**src/design/hashed_index_color_hsv_to_rgb_assert.svh**
```systemverilog
// Assertion macros shared by the hashed index color pipeline.
// Depends on nothing; each user module provides clk and rst.
`ifndef HASHED_INDEX_COLOR_HSV_TO_RGB_ASSERT_SVH
`define HASHED_INDEX_COLOR_HSV_TO_RGB_ASSERT_SVH
`ifndef NO_ASSERTIONS
// Same-cycle implication, checked at every rising edge outside reset.
`define HIHSV_ASSERT_IMP(name, ante, cons) \
  name: assert property (@(posedge clk) disable iff (rst) (ante) |-> (cons)) \
    else $error("hihsv: implication check failed");
// Next-cycle implication.
`define HIHSV_ASSERT_NXT(name, ante, cons) \
  name: assert property (@(posedge clk) disable iff (rst) (ante) |=> (cons)) \
    else $error("hihsv: next-cycle check failed");
`else
`define HIHSV_ASSERT_IMP(name, ante, cons)
`define HIHSV_ASSERT_NXT(name, ante, cons)
`endif
`endif

```
**src/design/hihsv_pkg.sv**
```systemverilog
// Shared constants and types for the hashed index color pipeline.
// No dependencies.
package hihsv_pkg;

  localparam int FRAC_BITS_DEF = 16;
  localparam int MESH_W        = 16;
  localparam int SECT_W        = 12;
  localparam int CHAN_W        = 16;

  localparam logic [31:0] HASH_MESH_MUL = 32'h9E37_79B9;
  localparam logic [31:0] HASH_SECT_MUL = 32'h85EB_CA6B;
  localparam logic [31:0] HASH_XOR      = 32'hC2B2_AE35;

  // Fractions in thousandths, scaled to Q0.FRAC_BITS where used.
  localparam longint unsigned HUE_MESH_MILLI = 173;
  localparam longint unsigned HUE_SECT_MILLI = 327;
  localparam longint unsigned SAT_BASE_MILLI = 650;
  localparam longint unsigned SAT_SPAN_MILLI = 250;
  localparam longint unsigned VAL_BASE_MILLI = 780;
  localparam longint unsigned VAL_SPAN_MILLI = 180;

  // Hue sector, floor(hue * 6).
  typedef enum logic [2:0] {
    SEC_R_TO_Y = 3'd0,
    SEC_Y_TO_G = 3'd1,
    SEC_G_TO_C = 3'd2,
    SEC_C_TO_B = 3'd3,
    SEC_B_TO_M = 3'd4,
    SEC_M_TO_R = 3'd5
  } sector_t;

endpackage

```
**src/design/hihsv_hash.sv**
```systemverilog
// Hash and fraction scaling stages (two register stages).
// Depends on hihsv_pkg.
module hihsv_hash #(
  parameter int FRAC_BITS = hihsv_pkg::FRAC_BITS_DEF
) (
  input  logic                        clk,
  input  logic                        rst,
  input  logic                        in_valid,
  input  logic [hihsv_pkg::MESH_W-1:0] mesh_index,
  input  logic [hihsv_pkg::SECT_W-1:0] section_index,
  output logic                        out_valid,
  output logic [FRAC_BITS:0]          hue_frac,
  output logic [FRAC_BITS:0]          sat_frac,
  output logic [FRAC_BITS:0]          val_frac,
  output logic [FRAC_BITS-1:0]        hue_lin
);

  localparam int F = FRAC_BITS;
  localparam int MW = hihsv_pkg::MESH_W;
  localparam int SW = hihsv_pkg::SECT_W;
  localparam logic [63:0] ONE64 = 64'd1 << F;
  localparam logic [F-1:0] K_MESH =
    F'((64'(hihsv_pkg::HUE_MESH_MILLI) * ONE64 + 64'd500) / 64'd1000);
  localparam logic [F-1:0] K_SECT =
    F'((64'(hihsv_pkg::HUE_SECT_MILLI) * ONE64 + 64'd500) / 64'd1000);
  localparam int R16_W = F + 17;
  localparam int R8_W  = F + 25;
  localparam logic [R16_W-1:0] RCP_65535 =
    R16_W'(((64'd1 << (32 + F)) + 64'd32767) / 64'd65535);
  localparam logic [R8_W-1:0] RCP_255 =
    R8_W'(((64'd1 << (32 + F)) + 64'd127) / 64'd255);

  // Stage A: index products.
  logic [31:0]     mesh_inc;
  logic [31:0]     sect_inc;
  logic [F+MW-1:0] mesh_prod;
  logic [F+SW-1:0] sect_prod;
  logic            a_valid;
  logic [31:0]     a_hm;
  logic [31:0]     a_hs;
  logic [F-1:0]    a_lm;
  logic [F-1:0]    a_ls;

  assign mesh_inc  = 32'(mesh_index) + 32'd1;
  assign sect_inc  = 32'(section_index) + 32'd1;
  assign mesh_prod = (F+MW)'(mesh_index) * (F+MW)'(K_MESH);
  assign sect_prod = (F+SW)'(section_index) * (F+SW)'(K_SECT);

  always_ff @(posedge clk) begin
    if (rst) begin
      a_valid <= 1'b0;
    end else begin
      a_valid <= in_valid;
    end
  end

  always_ff @(posedge clk) begin
    a_hm <= mesh_inc * hihsv_pkg::HASH_MESH_MUL;
    a_hs <= sect_inc * hihsv_pkg::HASH_SECT_MUL;
    a_lm <= mesh_prod[F-1:0];
    a_ls <= sect_prod[F-1:0];
  end

  // Stage B: combine hash, scale its fields by the reciprocals.
  logic [31:0]  hash;
  logic [F+32:0] hue_prod;
  logic [F+32:0] sat_prod;
  logic [F+32:0] val_prod;

  assign hash     = a_hm ^ a_hs ^ hihsv_pkg::HASH_XOR;
  assign hue_prod = (F+33)'(hash[15:0]) * (F+33)'(RCP_65535);
  assign sat_prod = (F+33)'(hash[15:8]) * (F+33)'(RCP_255);
  assign val_prod = (F+33)'(hash[23:16]) * (F+33)'(RCP_255);

  always_ff @(posedge clk) begin
    if (rst) begin
      out_valid <= 1'b0;
    end else begin
      out_valid <= a_valid;
    end
  end

  always_ff @(posedge clk) begin
    hue_frac <= hue_prod[F+32:32];
    sat_frac <= sat_prod[F+32:32];
    val_frac <= val_prod[F+32:32];
    hue_lin  <= a_lm + a_ls;
  end

endmodule

```
**src/design/hihsv_hsv.sv**
```systemverilog
// HSV formation and sector split stages (two register stages).
// Depends on hihsv_pkg and the assertion header.
`include "hashed_index_color_hsv_to_rgb_assert.svh"
module hihsv_hsv #(
  parameter int FRAC_BITS = hihsv_pkg::FRAC_BITS_DEF
) (
  input  logic                  clk,
  input  logic                  rst,
  input  logic                  in_valid,
  input  logic [FRAC_BITS:0]    hue_frac,
  input  logic [FRAC_BITS:0]    sat_frac,
  input  logic [FRAC_BITS:0]    val_frac,
  input  logic [FRAC_BITS-1:0]  hue_lin,
  output logic                  out_valid,
  output hihsv_pkg::sector_t    sector,
  output logic [FRAC_BITS-1:0]  sat_f,
  output logic [FRAC_BITS:0]    sat_cf,
  output logic [FRAC_BITS:0]    sat_inv,
  output logic [FRAC_BITS-1:0]  val
);

  localparam int F = FRAC_BITS;
  localparam logic [63:0] ONE64 = 64'd1 << F;
  localparam logic [F:0] ONE = {1'b1, {F{1'b0}}};
  localparam logic [F-1:0] K_SAT_BASE =
    F'((64'(hihsv_pkg::SAT_BASE_MILLI) * ONE64 + 64'd500) / 64'd1000);
  localparam logic [F-1:0] K_SAT_SPAN =
    F'((64'(hihsv_pkg::SAT_SPAN_MILLI) * ONE64 + 64'd500) / 64'd1000);
  localparam logic [F-1:0] K_VAL_BASE =
    F'((64'(hihsv_pkg::VAL_BASE_MILLI) * ONE64 + 64'd500) / 64'd1000);
  localparam logic [F-1:0] K_VAL_SPAN =
    F'((64'(hihsv_pkg::VAL_SPAN_MILLI) * ONE64 + 64'd500) / 64'd1000);

  // Stage C: wrap hue, map bytes into the saturation and value bands.
  logic [2*F:0] sat_prod;
  logic [2*F:0] val_prod;
  logic [F:0]   sat_sum;
  logic [F:0]   val_sum;
  logic         c_valid;
  logic [F-1:0] c_hue;
  logic [F-1:0] c_sat;
  logic [F-1:0] c_val;

  assign sat_prod = (2*F+1)'(sat_frac) * (2*F+1)'(K_SAT_SPAN);
  assign val_prod = (2*F+1)'(val_frac) * (2*F+1)'(K_VAL_SPAN);
  assign sat_sum  = (F+1)'(K_SAT_BASE) + sat_prod[2*F:F];
  assign val_sum  = (F+1)'(K_VAL_BASE) + val_prod[2*F:F];

  always_ff @(posedge clk) begin
    if (rst) begin
      c_valid <= 1'b0;
    end else begin
      c_valid <= in_valid;
    end
  end

  // Both bands stay below one, so the top bit of each sum is always clear.
  always_ff @(posedge clk) begin
    c_hue <= hue_frac[F-1:0] + hue_lin;
    c_sat <= sat_sum[F-1:0];
    c_val <= val_sum[F-1:0];
  end

  // Stage D: split hue*6 into sector and fraction, form the sat products.
  logic [F+2:0]   hue6;
  logic [F-1:0]   frac;
  logic [F:0]     frac_inv;
  logic [2*F-1:0] sf_prod;
  logic [2*F:0]   sg_prod;

  assign hue6     = (F+3)'({c_hue, 2'b00}) + (F+3)'({c_hue, 1'b0});
  assign frac     = hue6[F-1:0];
  assign frac_inv = ONE - (F+1)'(frac);
  assign sf_prod  = (2*F)'(c_sat) * (2*F)'(frac);
  assign sg_prod  = (2*F+1)'(c_sat) * (2*F+1)'(frac_inv);

  always_ff @(posedge clk) begin
    if (rst) begin
      out_valid <= 1'b0;
    end else begin
      out_valid <= c_valid;
    end
  end

  always_ff @(posedge clk) begin
    sector  <= hihsv_pkg::sector_t'(hue6[F+2:F]);
    sat_f   <= sf_prod[2*F-1:F];
    sat_cf  <= sg_prod[2*F:F];
    sat_inv <= ONE - (F+1)'(c_sat);
    val     <= c_val;
  end

  // Hue below one keeps hue*6 below six.
  `HIHSV_ASSERT_IMP(a_sector_range, out_valid, sector <= hihsv_pkg::SEC_M_TO_R)

endmodule

```
**src/design/hihsv_rgb.sv**
```systemverilog
// p/q/t products and sector select with output register (two stages).
// Depends on hihsv_pkg and the assertion header.
`include "hashed_index_color_hsv_to_rgb_assert.svh"
module hihsv_rgb #(
  parameter int FRAC_BITS = hihsv_pkg::FRAC_BITS_DEF
) (
  input  logic                         clk,
  input  logic                         rst,
  input  logic                         in_valid,
  input  hihsv_pkg::sector_t           sector,
  input  logic [FRAC_BITS-1:0]         sat_f,
  input  logic [FRAC_BITS:0]           sat_cf,
  input  logic [FRAC_BITS:0]           sat_inv,
  input  logic [FRAC_BITS-1:0]         val,
  output logic                         done,
  output logic [hihsv_pkg::CHAN_W-1:0] red,
  output logic [hihsv_pkg::CHAN_W-1:0] green,
  output logic [hihsv_pkg::CHAN_W-1:0] blue
);

  localparam int F  = FRAC_BITS;
  localparam int CW = hihsv_pkg::CHAN_W;
  localparam logic [F:0] ONE = {1'b1, {F{1'b0}}};

  // Stage E: p, q and t, each no larger than value.
  logic [F:0]         q_mul;
  logic [F:0]         t_mul;
  logic [2*F:0]       p_prod;
  logic [2*F:0]       q_prod;
  logic [2*F:0]       t_prod;
  logic               e_valid;
  hihsv_pkg::sector_t e_sector;
  logic [F-1:0]       e_val;
  logic [F-1:0]       e_p;
  logic [F-1:0]       e_q;
  logic [F-1:0]       e_t;

  assign q_mul  = ONE - (F+1)'(sat_f);
  assign t_mul  = ONE - sat_cf;
  assign p_prod = (2*F+1)'(val) * (2*F+1)'(sat_inv);
  assign q_prod = (2*F+1)'(val) * (2*F+1)'(q_mul);
  assign t_prod = (2*F+1)'(val) * (2*F+1)'(t_mul);

  always_ff @(posedge clk) begin
    if (rst) begin
      e_valid <= 1'b0;
    end else begin
      e_valid <= in_valid;
    end
  end

  always_ff @(posedge clk) begin
    e_sector <= sector;
    e_val    <= val;
    e_p      <= p_prod[2*F-1:F];
    e_q      <= q_prod[2*F-1:F];
    e_t      <= t_prod[2*F-1:F];
  end

  // Stage F: pick channels by sector, rescale to Q0.16.
  logic [F-1:0]  r_sel;
  logic [F-1:0]  g_sel;
  logic [F-1:0]  b_sel;
  logic [CW-1:0] red_next;
  logic [CW-1:0] green_next;
  logic [CW-1:0] blue_next;

  always_comb begin
    case (e_sector)
      hihsv_pkg::SEC_R_TO_Y: begin
        r_sel = e_val; g_sel = e_t;   b_sel = e_p;
      end
      hihsv_pkg::SEC_Y_TO_G: begin
        r_sel = e_q;   g_sel = e_val; b_sel = e_p;
      end
      hihsv_pkg::SEC_G_TO_C: begin
        r_sel = e_p;   g_sel = e_val; b_sel = e_t;
      end
      hihsv_pkg::SEC_C_TO_B: begin
        r_sel = e_p;   g_sel = e_q;   b_sel = e_val;
      end
      hihsv_pkg::SEC_B_TO_M: begin
        r_sel = e_t;   g_sel = e_p;   b_sel = e_val;
      end
      default: begin
        r_sel = e_val; g_sel = e_p;   b_sel = e_q;
      end
    endcase
  end

  generate
    if (F >= CW) begin : g_narrow
      assign red_next   = r_sel[F-1:F-CW];
      assign green_next = g_sel[F-1:F-CW];
      assign blue_next  = b_sel[F-1:F-CW];
    end else begin : g_widen
      assign red_next   = {r_sel, {(CW-F){1'b0}}};
      assign green_next = {g_sel, {(CW-F){1'b0}}};
      assign blue_next  = {b_sel, {(CW-F){1'b0}}};
    end
  endgenerate

  always_ff @(posedge clk) begin
    if (rst) begin
      done <= 1'b0;
    end else begin
      done <= e_valid;
    end
  end

  always_ff @(posedge clk) begin
    red   <= red_next;
    green <= green_next;
    blue  <= blue_next;
  end

  // Value scales every product by a factor of at most one.
  `HIHSV_ASSERT_IMP(a_pqt_bounded, e_valid, (e_p <= e_val) && (e_q <= e_val) && (e_t <= e_val))

endmodule

```
**src/design/hashed_index_color_hsv_to_rgb.sv**
```systemverilog
// Top level of the hashed index color generator: mesh/section index to RGB.
// Depends on hihsv_pkg, hihsv_hash, hihsv_hsv, hihsv_rgb, assertion header.
//
//  channel | ports                               | handshake
//  --------+-------------------------------------+------------------------------
//  input   | mesh_index, section_index           | beat taken when start && !busy
//  output  | red, green, blue                    | beat shown for one cycle, done
//
// Flow: one beat may enter every cycle while busy is low; each result passes
// through two hash stages, two HSV stages and two RGB stages (the last one
// being the output register).
// Reset: rst clears every valid bit; busy is high for the cycle after reset
// and low from then on.
// Stalls: the receiver cannot hold results off, so the pipeline never stalls
// and busy never rises outside reset.
`include "hashed_index_color_hsv_to_rgb_assert.svh"
module hashed_index_color_hsv_to_rgb #(
  parameter int FRAC_BITS = hihsv_pkg::FRAC_BITS_DEF
) (
  input  logic                         clk,
  input  logic                         rst,
  input  logic                         start,
  output logic                         busy,
  input  logic [hihsv_pkg::MESH_W-1:0] mesh_index,
  input  logic [hihsv_pkg::SECT_W-1:0] section_index,
  output logic                         done,
  output logic [hihsv_pkg::CHAN_W-1:0] red,
  output logic [hihsv_pkg::CHAN_W-1:0] green,
  output logic [hihsv_pkg::CHAN_W-1:0] blue
);

  localparam int F = FRAC_BITS;

  logic accept;

  // Hold off beats only while coming out of reset.
  always_ff @(posedge clk) begin
    busy <= rst;
  end

  assign accept = start && !busy;

  // Hash stage outputs.
  logic         h_valid;
  logic [F:0]   h_hue_frac;
  logic [F:0]   h_sat_frac;
  logic [F:0]   h_val_frac;
  logic [F-1:0] h_hue_lin;

  // HSV stage outputs.
  logic               v_valid;
  hihsv_pkg::sector_t v_sector;
  logic [F-1:0]       v_sat_f;
  logic [F:0]         v_sat_cf;
  logic [F:0]         v_sat_inv;
  logic [F-1:0]       v_val;

  // Hash the indices and scale hash fields to fractions.
  hihsv_hash #(.FRAC_BITS(FRAC_BITS)) u_hash (
    .clk           (clk),
    .rst           (rst),
    .in_valid      (accept),
    .mesh_index    (mesh_index),
    .section_index (section_index),
    .out_valid     (h_valid),
    .hue_frac      (h_hue_frac),
    .sat_frac      (h_sat_frac),
    .val_frac      (h_val_frac),
    .hue_lin       (h_hue_lin)
  );

  // Form hue, saturation and value; split hue into sector and fraction.
  hihsv_hsv #(.FRAC_BITS(FRAC_BITS)) u_hsv (
    .clk       (clk),
    .rst       (rst),
    .in_valid  (h_valid),
    .hue_frac  (h_hue_frac),
    .sat_frac  (h_sat_frac),
    .val_frac  (h_val_frac),
    .hue_lin   (h_hue_lin),
    .out_valid (v_valid),
    .sector    (v_sector),
    .sat_f     (v_sat_f),
    .sat_cf    (v_sat_cf),
    .sat_inv   (v_sat_inv),
    .val       (v_val)
  );

  // Six-sector conversion and output register.
  hihsv_rgb #(.FRAC_BITS(FRAC_BITS)) u_rgb (
    .clk      (clk),
    .rst      (rst),
    .in_valid (v_valid),
    .sector   (v_sector),
    .sat_f    (v_sat_f),
    .sat_cf   (v_sat_cf),
    .sat_inv  (v_sat_inv),
    .val      (v_val),
    .done     (done),
    .red      (red),
    .green    (green),
    .blue     (blue)
  );

  // Every taken beat yields exactly one result.
  `HIHSV_ASSERT_IMP(a_accept_to_done, accept, ##6 done)
  `HIHSV_ASSERT_IMP(a_done_from_accept, done, $past(start && !busy, 6))
  // Outside reset nothing holds the input side off.
  `HIHSV_ASSERT_NXT(a_never_busy, !rst, !busy)

endmodule
```
**config.mk**
```make
export PLATFORM = sky130hd
export DESIGN_NAME = hashed_index_color_hsv_to_rgb
export DESIGN_NICKNAME = d
export VERILOG_FILES = /design/src/design/hihsv_pkg.sv /design/src/design/hihsv_hash.sv /design/src/design/hihsv_hsv.sv /design/src/design/hihsv_rgb.sv /design/src/design/hashed_index_color_hsv_to_rgb.sv
export VERILOG_INCLUDE_DIRS = /design/src /design/src/design
export SDC_FILE = /design/constraint.sdc
export NUM_CORES = 2
export LEC_CHECK = 0
export BUFFER_PORTS_ARGS = -buffer_cell sky130_fd_sc_hd__buf_4
export CORE_MARGIN = 5
export CORE_UTILIZATION = 50
export CTS_CLUSTER_SIZE = 14
export DETAILED_ROUTE_END_ITERATION = 8
export PLACE_DENSITY = 0.73
export SLEW_MARGIN = 10
export SYNTH_ARGS = -nofsm -noshare
export SYNTH_HDL_FRONTEND = slang
export SYNTH_SLANG_ARGS = --single-unit
```
**constraint.sdc**
```tcl
create_clock -name clk -period 12.2 [get_ports clk]
set_clock_uncertainty 0.05 [all_clocks]
set_input_delay 1.83 -clock clk [delete_from_list [all_inputs] [get_ports clk]]
set_output_delay 1.83 -clock clk [all_outputs]
set_load 0.05 [all_outputs]
```
==> impl_results.md <==
* Status: completed
* Netlist Area Pre-Place at 66100 um2
* Layout area overhead at 6.28%
* CTS root buffer: clkbuf_16
* Post-CTS sizing at 0
* Main combinational cell family by area after synthesis: adder cells
* Post-synthesis sequential area ratio at 0.107
* Worst Setup End Kind: register
* Post-Synth Adder-Cell Area at 0.546
* WP data arrival at 10.74 ns
* Wire per inst at 17.6 um
* Inserted Clock Buffers at 43
* Netlist cell types at 82
* WHS at 0.273 ns
* Fill count at 11.8k
* Slowest CP cell: dfxtp_1
* Compound-Gate Fraction of Synth Area at 0.0508
* Yosys warning count at 0
* Pin count of the biggest net entering global routing at 93
* Final worst slack at 1.90 ns
* Top cells by area, synth: fa_1 38%, ha_1 17%, dfxtp_1 11%
* Core Region at 131000 um2
* Async set-reset flop share out of synthesis at 0
* Final nets at 9242
* First-pass DRT Iterations at 6
* Number of I/O port buffers at 80
* Initial antenna violation count at 1
* Fin crit period at 10.30 ns
* CP max FO at 20
* Routed Antenna Nets at 0
* DP Cell Count at 8786
* Actual slew at the worst max-slew pin at 1.13 ns
* Initial DRC Count at 2724
* Cells after Synth at 7123
* Unrepaired setup endpoints after global routing: false
* DR vias/cell at 5.30
* Synth Area in XOR/XNOR at 0.0456
* Critical Path RT at 12.64 ns
* Gpl congestion at 0.905
* Initial Util at 0.503
* CTS HTree Levels at 2
* Worst hold path type: reg2reg
* Std cell rows at 133
* Critical path class: reg2reg
* CTS Hold Buffers Added at 0
* Primary FF master, synth: dfxtp_1
* Setup Buffers After CTS at 0
* Hold Vio Cnt, Final at 0
* Total of max-cap violations at 0
* Slew Limit Fails at 0
* Via count at 47.0k
* Area share of the largest cell type after synthesis at 0.378
* Layout Cells excl Fill at 8870
* Worst-skew pair later-pin latency at 0.60 ns
* Vias in the first global route at 51.6k
* Setup_tns at 0 ns
* Global-route wire length before repair at 262000 um
* Die Width at 374 um
* Grt ovf at 0
* Slew headroom at 0.246
* CTS Sinks at 354
* Final setup violation count at 0
* Startpoint Class: register
* Avg Cell Area, Syn at 9.29 um2
* CTS max path bufs at 3
* Drc violations at 0
* Post-synthesis simple-gate area fraction at 0.129
* Die Y at 374 um
* Post-synth EDFFs at 0
* Share of layout cells above drive strength 1 at 0.0504
* CTS tree: yes
* Die Footprint at 140000 um2
* Multiplexer share of the synthesized area at 0.0136
* Most used cell, CP: fa_1
* IO Count at 81
* Most frequent cells in the layout: 1640 x inv_1, 1248 x fa_1, 887 x ha_1
* Worst-path clk slew at 0.06 ns
* DRT Wirelength at 156000 um
* Yosys top cell by area: fa_1
* Register bit total from synthesis at 354
* Max incr delay on CP at 0.77 ns
* Peak Freq at 97.1 MHz
* DP Wirelength at 123000 um
* Commonest non-fill, non-tap cell in the layout: inv_1
* Fin crit share at 0.844
* Tot GR Track Use at 0.230
* Pre-CTS setup slack at 1.87 ns
* Syn nets at 9289
registers in the layout, summed over array words and instances (netlist names), 16 cells and up:
register / cells
u_hsv.sat_inv: 16
u_rgb.red: 16
u_hsv.c_val: 16
u_rgb.e_q: 16
u_hash.a_hm: 24
u_rgb.blue: 16
u_hsv.c_hue: 16
u_hash.a_hs: 24
u_hsv.sat_cf: 17
u_rgb.green: 16
u_rgb.e_p: 16
u_hsv.sat_f: 16
u_rgb.e_t: 16
u_rgb.e_val: 16
u_hsv.val: 16
Yosys cell counts, types with 6 or more instances:
library cell  count
a211oi_1         53
clkbuf_1        244
a311oi_1          6
mux2_2           48
buf_1            11
o211ai_1          8
or2_2            18
ha_1            887
fa_1           1248
o31a_1            6
o41ai_1           6
o21ai_0          89
o31ai_1           6
inv_1          1641
and2_1          448
nor3b_1           6
o22ai_1          30
and3_1           28
xor2_1           91
or3_1            14
nand2b_1         27
a21boi_0         12
mux2i_1          36
nor2b_1          54
a31oi_1           9
a21o_1           35
o21a_1           22
nand2_1         851
dfxtp_1         354
nor2_1          182
nand4_1          18
o21bai_1         18
a21oi_1         156
o2111ai_1         6
nand3_1          45
nor4_1           14
buf_2             6
xnor2_1         250
nor3_1           53
path summary, 6_finish.rpt:
check	slack, ns	from	cells past startpoint	endpoint
hold / removal	0.27	u_hsv.c_val[3]	0	u_hsv.val[3]
setup / recovery	1.90	u_hsv.c_hue[0]	31	u_hsv.sat_cf[15]
setup reg to reg	1.90	u_hsv.c_hue[0]	31	u_hsv.sat_cf[15]
hold reg to reg	0.27	u_hsv.c_val[3]	0	u_hsv.val[3]
kinds of logic after synthesis:
kind of cell / count (synthesis)
xor gates and xnor gates: 343
adders and majority gates: 2135
DFF: 354
and+or+nand+nor: 1784
buffers and inverters: 1905
AOI/OAI and AO/OA: 518
muxes: 84
critical path, delay by kind of cell (launching register included):
family / cells / cell delay (ns)
AND/OR/NAND/NOR: 10 / 2.66
adder cells (fa/ha/maj): 9 / 4.26
flip-flops: 1 / 0.77
AO/OA/AOI/OAI: 9 / 2.29
buffers and inverters: 3 / 0.14
through the flow:
| stage | util | area [um2] |
|---|---|---|
| final | 0.535 | 70300 |
| after detailed placement | 0.523 | 68700 |
| after CTS | 0.535 | 70300 |
| after global placement | 0.523 | 68700 |
| after floorplan | - | 66100 |
| after global routing | 0.535 | 70300 |
layout make-up:
cell class	count	area [um2]	share of cell area
multi-input combinational	4864	52000	0.739
tap	1755	2200	0.0312
clock buffer	55	1180	0.0168
antenna	6	15.0	0.000214
inverter	1643	6170	0.0877
timing repair buffer	170	1280	0.0182
clock inverter	23	368	0.00523
sequential	354	7110	0.101
layer usage:
layer	wire length [um]	GRT usage
met1	63200	0.294
met2	77100	0.400
met3	10200	0.0346
met4	5450	0.0753
met5	12	0
Power is not shown: default switching activity piles up to over one toggle a cycle in this logic, so the estimate is an artifact.
